`src/hdl/pdec_pkg.sv`:
```
// Package for the percent decoder: widths, character codes, queue record
// and status types, hex digit helpers. No dependencies.
`timescale 1ns / 1ps

package pdec_pkg;

  localparam int COUNT_W = 16;
  localparam int LIM_W   = (COUNT_W > 16) ? COUNT_W : 16;
  localparam logic [LIM_W-1:0] CNT_CAP = LIM_W'({COUNT_W{1'b1}});

  localparam int Q_DEPTH = 2;
  localparam int Q_PTR_W = $clog2(Q_DEPTH);
  localparam int Q_CNT_W = $clog2(Q_DEPTH + 1);

  localparam logic [7:0] CHR_NUL    = 8'h00;
  localparam logic [7:0] CHR_PCT    = 8'h25;
  localparam logic [7:0] CHR_0      = 8'h30;
  localparam logic [7:0] CHR_9      = 8'h39;
  localparam logic [7:0] CHR_UA     = 8'h41;
  localparam logic [7:0] CHR_UF     = 8'h46;
  localparam logic [7:0] CHR_LA     = 8'h61;
  localparam logic [7:0] CHR_LF     = 8'h66;
  localparam logic [7:0] HEX_UC_OFS = CHR_UA - 8'd10;
  localparam logic [7:0] HEX_LC_OFS = CHR_LA - 8'd10;

  localparam logic [1:0] HELD_NONE  = 2'd0;
  localparam logic [1:0] HELD_PCT   = 2'd1;
  localparam logic [1:0] HELD_DIGIT = 2'd2;

  // One accepted byte's worth of results.
  typedef struct packed {
    logic [2:0][7:0]    bytes;
    logic [1:0]         n;
    logic               eos;
    logic [COUNT_W-1:0] base;
  } pdec_rec_t;

  typedef struct packed {
    logic full;
    logic empty;
  } pdec_q_stat_t;

  function automatic logic is_hex(input logic [7:0] c);
    return (c >= CHR_0 && c <= CHR_9) || (c >= CHR_UA && c <= CHR_UF) ||
           (c >= CHR_LA && c <= CHR_LF);
  endfunction

  function automatic logic [3:0] hex_val(input logic [7:0] c);
    logic [7:0] v;
    if (c >= CHR_0 && c <= CHR_9) begin
      v = c - CHR_0;
    end else if (c >= CHR_UA && c <= CHR_UF) begin
      v = c - HEX_UC_OFS;
    end else begin
      v = c - HEX_LC_OFS;
    end
    return v[3:0];
  endfunction

endpackage

```
`src/hdl/pdec_front.sv`:
```
// Front end: accepts raw bytes, runs the escape parser and output limit,
// pushes a result record per byte that yields results or ends a string. Uses pdec_pkg.
`timescale 1ns / 1ps

module pdec_front (
  input  logic                  clk,
  input  logic                  rst_n,
  input  logic                  in_valid,
  output logic                  in_ready,
  input  logic [7:0]            in_byte,
  input  logic                  in_is_last,
  input  logic                  cfg_valid,
  output logic                  cfg_ready,
  input  logic [15:0]           cfg_max_output,
  input  pdec_pkg::pdec_q_stat_t q_stat,
  output logic                  push,
  output pdec_pkg::pdec_rec_t   rec
);

  logic [15:0]                  max_r;
  logic [1:0]                   held_r, held_nxt;
  logic [7:0]                   digit_r, digit_nxt;
  logic [pdec_pkg::COUNT_W-1:0] cnt_r, cnt_nxt;
  logic                         stop_r, stop_nxt;

  logic                         acc;
  logic [pdec_pkg::LIM_W-1:0]   lim, room;
  logic [2:0][7:0]              cb;
  logic [2:0]                   nc, n_ok;
  logic                         eos;

  assign cfg_ready = 1'b1;
  assign in_ready  = !q_stat.full;
  assign acc       = in_valid && in_ready;

  always_comb begin
    held_nxt  = held_r;
    digit_nxt = digit_r;
    stop_nxt  = stop_r;
    cb        = '0;
    nc        = 3'd0;
    eos       = 1'b0;
    if (stop_r) begin
      if (in_is_last) begin
        stop_nxt = 1'b0;
      end
    end else begin
      if (in_byte != pdec_pkg::CHR_NUL) begin
        case (held_r)
          pdec_pkg::HELD_PCT: begin
            if (pdec_pkg::is_hex(in_byte)) begin
              digit_nxt = in_byte;
              held_nxt  = pdec_pkg::HELD_DIGIT;
            end else begin
              cb[nc[1:0]] = pdec_pkg::CHR_PCT;
              nc = nc + 3'd1;
              held_nxt = pdec_pkg::HELD_NONE;
              if (in_byte == pdec_pkg::CHR_PCT) begin
                held_nxt = pdec_pkg::HELD_PCT;
              end else begin
                cb[nc[1:0]] = in_byte;
                nc = nc + 3'd1;
              end
            end
          end
          pdec_pkg::HELD_DIGIT: begin
            held_nxt = pdec_pkg::HELD_NONE;
            if (pdec_pkg::is_hex(in_byte)) begin
              cb[nc[1:0]] = {pdec_pkg::hex_val(digit_r), pdec_pkg::hex_val(in_byte)};
              nc = nc + 3'd1;
            end else begin
              cb[nc[1:0]] = pdec_pkg::CHR_PCT;
              nc = nc + 3'd1;
              cb[nc[1:0]] = digit_r;
              nc = nc + 3'd1;
              if (in_byte == pdec_pkg::CHR_PCT) begin
                held_nxt = pdec_pkg::HELD_PCT;
              end else begin
                cb[nc[1:0]] = in_byte;
                nc = nc + 3'd1;
              end
            end
          end
          default: begin
            if (in_byte == pdec_pkg::CHR_PCT) begin
              held_nxt = pdec_pkg::HELD_PCT;
            end else begin
              cb[nc[1:0]] = in_byte;
              nc = nc + 3'd1;
            end
          end
        endcase
      end
      if (in_byte == pdec_pkg::CHR_NUL || in_is_last) begin
        // end of string: flush held bytes as literals
        if (held_nxt != pdec_pkg::HELD_NONE) begin
          cb[nc[1:0]] = pdec_pkg::CHR_PCT;
          nc = nc + 3'd1;
        end
        if (held_nxt == pdec_pkg::HELD_DIGIT) begin
          cb[nc[1:0]] = digit_nxt;
          nc = nc + 3'd1;
        end
        eos       = 1'b1;
        held_nxt  = pdec_pkg::HELD_NONE;
        digit_nxt = 8'h00;
        stop_nxt  = (in_byte == pdec_pkg::CHR_NUL) && !in_is_last;
      end
    end
  end

  always_comb begin
    lim  = (pdec_pkg::LIM_W'(max_r) < pdec_pkg::CNT_CAP) ?
           pdec_pkg::LIM_W'(max_r) : pdec_pkg::CNT_CAP;
    room = (pdec_pkg::LIM_W'(cnt_r) < lim) ? (lim - pdec_pkg::LIM_W'(cnt_r)) : '0;
    n_ok = (room >= pdec_pkg::LIM_W'(nc)) ? nc : room[2:0];
    cnt_nxt = eos ? '0 : (cnt_r + pdec_pkg::COUNT_W'(n_ok));
  end

  assign push      = acc && !stop_r && (n_ok != 3'd0 || eos);
  assign rec.bytes = cb;
  assign rec.n     = n_ok[1:0];
  assign rec.eos   = eos;
  assign rec.base  = cnt_r;

  always_ff @(posedge clk) begin
    if (!rst_n) begin
      max_r   <= 16'hFFFF;
      held_r  <= pdec_pkg::HELD_NONE;
      digit_r <= 8'h00;
      cnt_r   <= '0;
      stop_r  <= 1'b0;
    end else begin
      if (cfg_valid && cfg_ready) begin
        max_r <= cfg_max_output;
      end
      if (acc) begin
        held_r  <= held_nxt;
        digit_r <= digit_nxt;
        cnt_r   <= stop_r ? cnt_r : cnt_nxt;
        stop_r  <= stop_nxt;
      end
    end
  end

endmodule

```
`src/hdl/pdec_queue.sv`:
```
// Short record queue between front and back ends.
// Uses pdec_pkg for depth and record type.
`timescale 1ns / 1ps

module pdec_queue (
  input  logic                   clk,
  input  logic                   rst_n,
  input  logic                   push,
  input  pdec_pkg::pdec_rec_t    wr_rec,
  input  logic                   pop,
  output pdec_pkg::pdec_rec_t    rd_rec,
  output pdec_pkg::pdec_q_stat_t stat
);

  pdec_pkg::pdec_rec_t          mem_r [pdec_pkg::Q_DEPTH];
  logic [pdec_pkg::Q_PTR_W-1:0] wp_r, rp_r;
  logic [pdec_pkg::Q_CNT_W-1:0] cnt_r, cnt_nxt;

  assign stat.full  = (cnt_r == pdec_pkg::Q_CNT_W'(pdec_pkg::Q_DEPTH));
  assign stat.empty = (cnt_r == '0);
  assign rd_rec     = mem_r[rp_r];

  always_comb begin
    cnt_nxt = cnt_r;
    if (push && !pop) begin
      cnt_nxt = cnt_r + 1'b1;
    end else if (pop && !push) begin
      cnt_nxt = cnt_r - 1'b1;
    end
  end

  always_ff @(posedge clk) begin
    if (push) begin
      mem_r[wp_r] <= wr_rec;
    end
  end

  always_ff @(posedge clk) begin
    if (!rst_n) begin
      wp_r  <= '0;
      rp_r  <= '0;
      cnt_r <= '0;
    end else begin
      if (push) begin
        wp_r <= wp_r + 1'b1;
      end
      if (pop) begin
        rp_r <= rp_r + 1'b1;
      end
      cnt_r <= cnt_nxt;
    end
  end

endmodule

```
`src/hdl/pdec_back.sv`:
```
// Back end: walks the head record one result a cycle into the output
// register while out_ready does not stall it. Uses pdec_pkg for record and status types.
`timescale 1ns / 1ps

module pdec_back (
  input  logic                   clk,
  input  logic                   rst_n,
  input  pdec_pkg::pdec_rec_t    head,
  input  pdec_pkg::pdec_q_stat_t q_stat,
  output logic                   pop,
  output logic                   out_valid,
  input  logic                   out_ready,
  output logic [7:0]             out_byte,
  output logic                   out_has_byte,
  output logic                   out_end_of_string,
  output logic [15:0]            out_byte_count
);

  logic [1:0]  idx_r, idx_nxt;
  logic        valid_r;
  logic [7:0]  byte_r;
  logic        has_r, eos_r;
  logic [15:0] count_r;

  logic        load, last;
  logic [7:0]  byte_c;
  logic        has_c, eos_c;
  logic [15:0] count_c;

  always_comb begin
    if (head.n == 2'd0) begin
      last    = 1'b1;
      byte_c  = 8'h00;
      has_c   = 1'b0;
      eos_c   = 1'b1;
      count_c = 16'(head.base);
    end else begin
      last    = (idx_r == head.n - 2'd1);
      byte_c  = head.bytes[idx_r];
      has_c   = 1'b1;
      eos_c   = head.eos && last;
      count_c = 16'(head.base + pdec_pkg::COUNT_W'(idx_r) + pdec_pkg::COUNT_W'(1));
    end
  end

  assign load    = !q_stat.empty && (!valid_r || out_ready);
  assign pop     = load && last;
  assign idx_nxt = pop ? 2'd0 : (load ? idx_r + 2'd1 : idx_r);

  always_ff @(posedge clk) begin
    if (!rst_n) begin
      valid_r <= 1'b0;
      idx_r   <= 2'd0;
    end else begin
      idx_r <= idx_nxt;
      if (load) begin
        valid_r <= 1'b1;
      end else if (out_ready) begin
        valid_r <= 1'b0;
      end
    end
  end

  always_ff @(posedge clk) begin
    if (load) begin
      byte_r  <= byte_c;
      has_r   <= has_c;
      eos_r   <= eos_c;
      count_r <= count_c;
    end
  end

  assign out_valid         = valid_r;
  assign out_byte          = byte_r;
  assign out_has_byte      = has_r;
  assign out_end_of_string = eos_r;
  assign out_byte_count    = count_r;

endmodule

```
`src/hdl/percent_decoder.sv`:
```
// Top level of the streaming URI percent decoder.
// Instantiates pdec_front, pdec_queue and pdec_back; uses pdec_pkg.
//
// channel  direction  handshake              payload
// in       input      in_valid / in_ready    in_byte, in_is_last
// out      output     out_valid / out_ready  out_byte, out_has_byte, out_end_of_string,
//                                            out_byte_count
// cfg      input      cfg_valid / cfg_ready  cfg_max_output (always ready)
//
// One byte is accepted per cycle while the two-entry record queue has room.
// A byte yielding k results (0..3) sends them out one at a time, and the back
// end takes no new record until the last result of the head record is loaded.
// A byte's first result passes through the record queue and then the output register.
// Synchronous active-low reset; max_output resets to 65535.
// Output stalls fill the queue and then drop in_ready.
`timescale 1ns / 1ps

module percent_decoder (
  input  logic        clk,
  input  logic        rst_n,
  input  logic        in_valid,
  output logic        in_ready,
  input  logic [7:0]  in_byte,
  input  logic        in_is_last,
  output logic        out_valid,
  input  logic        out_ready,
  output logic [7:0]  out_byte,
  output logic        out_has_byte,
  output logic        out_end_of_string,
  output logic [15:0] out_byte_count,
  input  logic        cfg_valid,
  output logic        cfg_ready,
  input  logic [15:0] cfg_max_output
);

  pdec_pkg::pdec_q_stat_t q_stat;
  pdec_pkg::pdec_rec_t    wr_rec, head;
  logic                   push, pop;

  pdec_front u_front (
    .clk            (clk),
    .rst_n          (rst_n),
    .in_valid       (in_valid),
    .in_ready       (in_ready),
    .in_byte        (in_byte),
    .in_is_last     (in_is_last),
    .cfg_valid      (cfg_valid),
    .cfg_ready      (cfg_ready),
    .cfg_max_output (cfg_max_output),
    .q_stat         (q_stat),
    .push           (push),
    .rec            (wr_rec)
  );

  pdec_queue u_queue (
    .clk    (clk),
    .rst_n  (rst_n),
    .push   (push),
    .wr_rec (wr_rec),
    .pop    (pop),
    .rd_rec (head),
    .stat   (q_stat)
  );

  pdec_back u_back (
    .clk               (clk),
    .rst_n             (rst_n),
    .head              (head),
    .q_stat            (q_stat),
    .pop               (pop),
    .out_valid         (out_valid),
    .out_ready         (out_ready),
    .out_byte          (out_byte),
    .out_has_byte      (out_has_byte),
    .out_end_of_string (out_end_of_string),
    .out_byte_count    (out_byte_count)
  );

endmodule

```
`config.mk`:
```
export PLATFORM = sky130hd
export DESIGN_NAME = percent_decoder
export DESIGN_NICKNAME = d
export VERILOG_FILES = /design/src/hdl/pdec_pkg.sv /design/src/hdl/pdec_front.sv /design/src/hdl/pdec_queue.sv /design/src/hdl/pdec_back.sv /design/src/hdl/percent_decoder.sv
export SDC_FILE = /design/constraint.sdc
export NUM_CORES = 1
export LEC_CHECK = 0
export BUFFER_PORTS_ARGS = -buffer_cell sky130_fd_sc_hd__buf_2
export CAP_MARGIN = 25
export CORE_MARGIN = 5
export CORE_UTILIZATION = 35
export CTS_CLUSTER_SIZE = 30
export DETAILED_ROUTE_END_ITERATION = 10
export GPL_TIMING_DRIVEN = 0
export PLACE_DENSITY = 0.58
export SLEW_MARGIN = 20
export SYNTH_ARGS = -nofsm -noshare
export SYNTH_HDL_FRONTEND = slang
export SYNTH_SLANG_ARGS = --single-unit
```
`constraint.sdc`:
```
create_clock -name clk -period 7.7 [get_ports clk]
set_clock_uncertainty 0.1 [all_clocks]
set_input_delay 0.77 -clock clk [delete_from_list [all_inputs] [get_ports clk]]
set_output_delay 0.77 -clock clk [all_outputs]
set_load 0.01 [all_outputs]
```
### Yosys cells after proc, flatten, opt, wreduce, memory -nomap -nowiden

Memories as Yosys holds them, arrays and structs flattened. A register that Yosys moved wholly into a read port is not among the register bits.
Index checks and enable logic that the tools add are counted.

* register bits: 76
* bits in writable memories: 86
* input port bits: 30
* output and inout port bits: 29
* logic and storage cells: 173
* memories: 1

Memories
* u_queue.mem_r: words 2, width 43, read ports 1, clocked after Yosys merged registers in 1, wr ports 1, line pdec_queue.sv:15 `pdec_pkg::pdec_rec_t mem_r [pdec_pkg::Q_DEPTH];`

* add/sub/neg operators: 18
* order comparisons: 18
* eq/ne operators: 6
* mux-type cells: 73
* bitwise logic cells: 5
* reductions and logical operators: 38

Operator list (number)
* $mux W24: 8
* $mux W16: 6
* $mux W8: 11
* $demux W8 S2: 2
* $pmux W8 S2: 2
* $mux W3: 10
* $bwmux W24: 1
* $ge A8 B7 Y1 const B: 3
* $le A8 B7 Y1 const B: 3
* $mux W2: 10
* $add A16 B1 Y16 const B: 1
* $add A16 B2 Y16: 1
* $add A16 B3 Y16: 1
* $bmux W8 S2: 1
* $ge A16 B3 Y1: 1
* $ge A8 B6 Y1 const B: 2
* $le A8 B6 Y1 const B: 2
* $logic_and A1 B1 Y1: 16
* $lt A16 B16 Y1: 1
* $lt A16 B16 Y1 const B: 1
* $mux W1: 16
* $mux W4: 4
* $sub A16 B16 Y16: 1
* $sub A4 B3 Y4 const B: 4
* other kinds (26): 50

### Longest topological paths before layout

* depth after elaboration: 25
* mapped depth: 34
* gate-level depth less buffers: 34

### Cells and area by module

Synthesis repeated with hierarchy kept, for this count alone.

* cells, all modules: 882
* area total of the unflattened synthesis: 9195.1 µm²

Modules (own cells, without submodules)
* pdec_front: times used 1, cells each 591, area an instance 4324.1 µm², sequential area each 860.8 µm²
* pdec_queue: times used 1, cells each 156, area an instance 3320.7 µm², sequential area each 2682.6 µm²
* pdec_back: times used 1, cells each 135, area an instance 1550.2 µm², sequential area each 840.8 µm²

### Worst setup path after synthesis

No wires, ideal clock.

* path type: in2reg
* start: input port in_byte[0]
* end: memory u_queue.mem_r[0][0] in the netlist's numbering (enable)
* setup time: 0.443 ns
* arrival time: 7.275 ns
* required time: 7.157 ns
* slack: -0.119 ns
* stages on the path: 25
* path buffers: 0
* path through: inv_1 -> ha_1 -> or3b_4 -> a31oi_4 -> a211oi_4 -> nand2b_1 -> nor2_1 -> inv_1 -> ha_1 -> inv_1 -> nor2_1 -> a21o_1 -> ha_1 -> o21a_1 -> o221a_1 -> inv_1 -> ha_1 -> a21o_1 -> a21oi_1 -> nand4_1 -> a2111oi_0 -> nand4_1 -> a311oi_1 -> o31ai_2 -> nor2_1

* cells in the longest elaborated chain, start to end: 23
* elaborated cells between the ends (all ways): 49
* those cells by class: add/sub: 2; order compare: 7; eq/ne: 2; mux: 26; reduce/logical: 12

RTL lines
* start, declared: line percent_decoder.sv:23 `input logic [7:0] in_byte,`
* $ge A8 B6 Y1, or another cell as far along: line pdec_pkg.sv:44 `return (c >= CHR_0 && c <= CHR_9) || (c >= CHR_UA && c <= CHR_UF) ||`
* $logic_and A1 B1 Y1: line pdec_pkg.sv:44
* $logic_or A1 B1 Y1 (2 in series): line pdec_pkg.sv:44
* $mux W2, or another cell as far along: line pdec_front.sv:68 `if (pdec_pkg::is_hex(in_byte)) begin`
* $pmux W3 S2 / $pmux W2 S2 (equally long branches): line pdec_front.sv:49 `case (held_r)`
* $mux W3 / $mux W2 (equally long branches): line pdec_front.sv:48 `if (in_byte != pdec_pkg::CHR_NUL) begin`
* $mux W3 / $mux W2 (equally long branches): line pdec_front.sv:43 `if (stop_r) begin`
* $add A3 B1 Y3 / $reduce_bool A2 Y1 (equally long branches): line pdec_front.sv:98, pdec_front.sv:96
* (+6 left out)
* $mux W3: line pdec_front.sv:43
* $ge A16 B3 Y1: line pdec_front.sv:116 `n_ok = (room >= pdec_pkg::LIM_W'(nc)) ? nc : room[2:0];`
* $mux W3: line pdec_front.sv:116
* $reduce_bool A3 Y1: line pdec_front.sv:120 `assign push = acc && !stop_r && (n_ok != 3'd0 || eos);`
* $logic_or A1 B1 Y1 (*): line pdec_front.sv:120
* $logic_and A1 B1 Y1 (*): line pdec_front.sv:120
* $mux W1 (*): line pdec_queue.sv:33 `if (push) begin`
* $mux W1 (implied by the code) (*): line pdec_queue.sv:34 `mem_r[wp_r] <= wr_rec;`
* end, declared: line pdec_queue.sv:15

Mark *: on every way between the ends. The rest lies on a longest branch, timed or not. The select of a mux whose other input is x is not followed.

### Worst setup path in the final report

* start: input port in_byte[0]
* end: register u_front.cnt_r[12] in the netlist's numbering

* cells in the longest elaborated chain, start to end: 20
* elaborated cells between the ends (all ways): 46
* those cells by class: add/sub: 3; order compare: 7; eq/ne: 2; mux: 25; reduce/logical: 9

RTL lines
* $ge A8 B6 Y1, or another cell as far along: line pdec_pkg.sv:44
* $logic_and A1 B1 Y1: line pdec_pkg.sv:44
* $logic_or A1 B1 Y1 (2 in series): line pdec_pkg.sv:44
* $mux W2, or another cell as far along: line pdec_front.sv:68
* $pmux W3 S2 / $pmux W2 S2 (equally long branches): line pdec_front.sv:49
* $mux W3 / $mux W2 (equally long branches): line pdec_front.sv:48
* $mux W3 / $mux W2 (equally long branches): line pdec_front.sv:43
* $add A3 B1 Y3 / $reduce_bool A2 Y1 (equally long branches): line pdec_front.sv:98, pdec_front.sv:96
* (+4 left out)
* $mux W3: line pdec_front.sv:100 `if (held_nxt == pdec_pkg::HELD_DIGIT) begin`
* $mux W3 (*): line pdec_front.sv:94 `if (in_byte == pdec_pkg::CHR_NUL || in_is_last) begin`
* $mux W3 (*): line pdec_front.sv:43
* $ge A16 B3 Y1: line pdec_front.sv:116
* $mux W3 (*): line pdec_front.sv:116
* net u_front.n_ok[0]: line pdec_front.sv:29 `logic [2:0] nc, n_ok;`
* $add A16 B3 Y16 (*): line pdec_front.sv:117 `cnt_nxt = eos ? '0 : (cnt_r + pdec_pkg::COUNT_W'(n_ok));`
* $mux W16 (*): line pdec_front.sv:117
* end signal, assigned: line pdec_front.sv:140 `cnt_r <= stop_r ? cnt_r : cnt_nxt;`
* end, declared: line pdec_front.sv:23 `logic [pdec_pkg::COUNT_W-1:0] cnt_r, cnt_nxt;`

Mark *: on every way through the listed nets, which the timed path passes. The rest lies on a longest branch. The select of a mux whose other input is x is not followed.
A chain may end at the register's enable or synchronous reset.

==> flow_summary.json <==
{
  "status": "complete, no violations",
  "power_density_nw_per_um2": 261,
  "grt_pass1_vias": 6528,
  "hold_violations": 0,
  "clock_power_share_pct": 30.6,
  "fp.dieH_um": 172,
  "io_buffers": 54,
  "worst_pin_slew_ns": 0.912,
  "clock_path_buffers": 2,
  "n_antenna_cell": 0,
  "mostFrequentLayoutCells": "edfxtp_1, nor2_1, nand2_1",
  "p_total_mw": 2.78,
  "max_stage_delay_ns": 0.48,
  "critPathKind": "input port to register",
  "layout_commonest_cell": "edfxtp_1",
  "final_layout_size_suffix_gt1_share_pct": 16.0,
  "core_um2": 25900,
  "max_slew_margin_pct": 39.1,
  "ys_warn_count": 0,
  "internal_power_mw": 1.90,
  "grt_overflow_total": 0,
  "numCtsBuffers": 17,
  "start_kind": "input port",
  "clk_latency_ns": 0.44,
  "synth-seq-cells": 163,
  "area.growth.synth_to_final_pct": 16.0,
  "final_cells": 1304,
  "p_leak_nw": 3.74,
  "finalCriticalPeriod_ns": 7.23,
  "syn-num-nets": 950,
  "cp_slowest_cell": "a211oi_4",
  "rsz0062_at_grt": "no",
  "cts_hold_buf": 0,
  "grt_usage_pct": 14.8,
  "totalNegativeSetupSlack_ns": 0,
  "syn-cell-area_um2": 9160,
  "antenna_left": 0,
  "crit_arrival_ns": 7.50,
  "gp_congestion": 0.893,
  "synthArstFlopShare_pct": 0,
  "die_w_um": 172,
  "via_count": 6746,
  "drc": 0,
  "rows": 59,
  "h-tree-depth": 4,
  "cts_tree": "done",
  "start_util_pct": 35.4,
  "hp-class": "register to register",
  "dieArea_um2": 29500,
  "clk_pin_slew_ns": 0.07,
  "swShare_pct": 31.6,
  "yosysSeqAreaShare_pct": 47.9,
  "synth_edf_count": 112,
  "endpoint_kind": "register",
  "post_drt_via_cell_ratio": 5.17,
  "firstDrtPassIters": 5,
  "grt_pass1_wl_um": 34700,
  "drv_slew": 0,
  "place_inst": 1266,
  "ir_drop_mv": 0.152,
  "drt_iter0_drc": 358,
  "fmax_ghz": 0.138,
  "power_frac_seq_pct": 42.8,
  "grt_max_degree": 29,
  "yosys.cell_types.count": 79,
  "setup_viol": 0,
  "synthCells": 875,
  "hpwl_um": 16100,
  "avgSynthCellArea_um2": 10.5,
  "cts_root_buffer": "clkbuf_16",
  "synth_ff_type": "edfxtp_1",
  "p_comb_share_pct": 26.7,
  "finish.utilization_pct": 41.0,
  "avgRoutedWirePerCell_um": 16.4,
  "crit_top_cell": "ha_1",
  "wirelength_um": 21400,
  "cap_violations": 0,
  "clock_sinks": 163,
  "cp_data_required_time_ns": 7.96,
  "nNetsFinal": 1031,
  "p_sw_mw": 0.876,
  "io_pins": 59,
  "crit_fanout": 10,
  "fin_hold_ws_ns": 0.377,
  "antenna_found_initial": 0,
  "fin_crit_sh_pct": 94.0
}
state kept, by name, summed over array words and instances, names as in the netlist, 2 cells and up, named ones only:
| signal | cells |
|---|---|
| u_back.out_byte_count | 16 |
| u_front.cnt_r | 16 |
| u_back.out_byte | 8 |
| u_front.digit_r | 8 |
| u_queue.cnt_r | 2 |
| u_back.idx_r | 2 |
| u_front.held_r | 2 |
| u_queue.mem_r | 86 |
| u_front.max_r | 16 |
Yosys cell counts, types with 7 or more instances:
cell      count  share of area [%]
edfxtp_1    112                 37
nor2_1       97                4.0
nand2_1      61                2.5
dfxtp_1      51                 11
a21oi_1      47                2.6
inv_1        47                1.9
ha_1         42                5.7
clkbuf_1     37                1.5
nor2b_1      31                2.1
xnor2_1      26                2.5
mux2i_1      25                2.7
a22oi_1      19                1.6
nand3_1      19                1.0
o21ai_0      19                1.0
nor3_1       15               0.82
xor2_1       15                1.4
a32oi_1      14                1.3
nand2b_1     13               0.89
mux2_2       12                1.5
a21o_1        9               0.74
a31oi_1       9               0.61
and2_1        8               0.55
mux4_2        8                2.0
o211ai_1      8               0.66
o22a_1        8               0.76
or3_1         8               0.55
nand4_1       7               0.48
final cells by class:
type,count,area (µm²)
buffer,47,193
clock buffer,17,425
clock inverter,15,165
fill,2481,15300
inverter,50,191
multi-input combinational,615,4490
sequential,163,4380
tap,335,419
timing repair buffer,62,363
power by group through the flow:
| stage | Combinational [mW] | Sequential, mW | Clock (mW) |
|---|---|---|---|
| 4_1_cts | 0.744 | 1.19 | 0.868 |
| 2_1_floorplan | 0.474 | 1.24 | 0 |
| 6_report | 0.740 | 1.19 | 0.848 |
| 3_3_place_gp | 0.714 | 1.22 | 0 |
| 5_1_grt | 0.835 | 1.21 | 0.908 |
| 3_5_place_dp | 0.739 | 1.21 | 0 |
path summary, 6_finish.rpt:
| kind | slack [ns] | end | start | cells past startpoint |
|---|---|---|---|---|
| max | 0.47 | u_front.cnt_r[12]$_SDFFE_PN0P_ | in_byte[0] | 34 |
| min | 0.38 | u_front.max_r[6]$_SDFFE_PN1P_ | u_front.max_r[6]$_SDFFE_PN1P_ | 2 |
| min reg2reg | 0.38 | u_front.max_r[6]$_SDFFE_PN1P_ | u_front.max_r[6]$_SDFFE_PN1P_ | 2 |
| max reg2reg | 0.70 | u_front.cnt_r[12]$_SDFFE_PN0P_ | u_front.held_r[0]$_SDFFE_PN0P_ | 27 |
kinds of logic (layout without fill, tap and decap cells):
family / count (synthesis) / count (layout) / synth area share [%]
other cells: 1 / 1 / 0.0409
compound gates: 203 / 203 / 16.6
mux: 45 / 45 / 6.17
simple gates: 280 / 280 / 14.8
fa+ha+maj: 45 / 45 / 6.39
xor+xnor: 41 / 41 / 3.92
buf+inv: 97 / 191 / 4.15
flops: 163 / 163 / 47.9
layer usage:
layer	vias to the layer above	part of all wire (%)	track usage, %
li1	3377	-	-
met3	34	4.5	2.78
met2	191	44	22.2
met4	0	1.7	5.02
met5	-	0	0
met1	3144	50	21.6
repair_timing:
action | in CTS | in global routing
setup endpoints to repair | 7 | 11
setup buffers | 4 | 1
cloned | 0 | 0
pin swaps | 1 | 1
gates resized for setup | 5 | 13
worst max-delay path, delay by kind of cell:
family	cells	cell delay, ns
AOI/OAI and AO/OA	11	2.43
adders and majority gates	6	1.59
buffers and inverters	7	0.91
and+or+nand+nor	10	1.82
per-stage QoR:
step                      setup WS [ns]  instance area [µm²]
after floorplan                  -0.119                 9160
after global placement            -2.32                 9850
after detailed placement          -1.03                 9910
after CTS                        0.0270                10500
after global routing             0.0331                10600
final                             0.466                10600
Note: power is estimated with default switching activity, not from simulation.
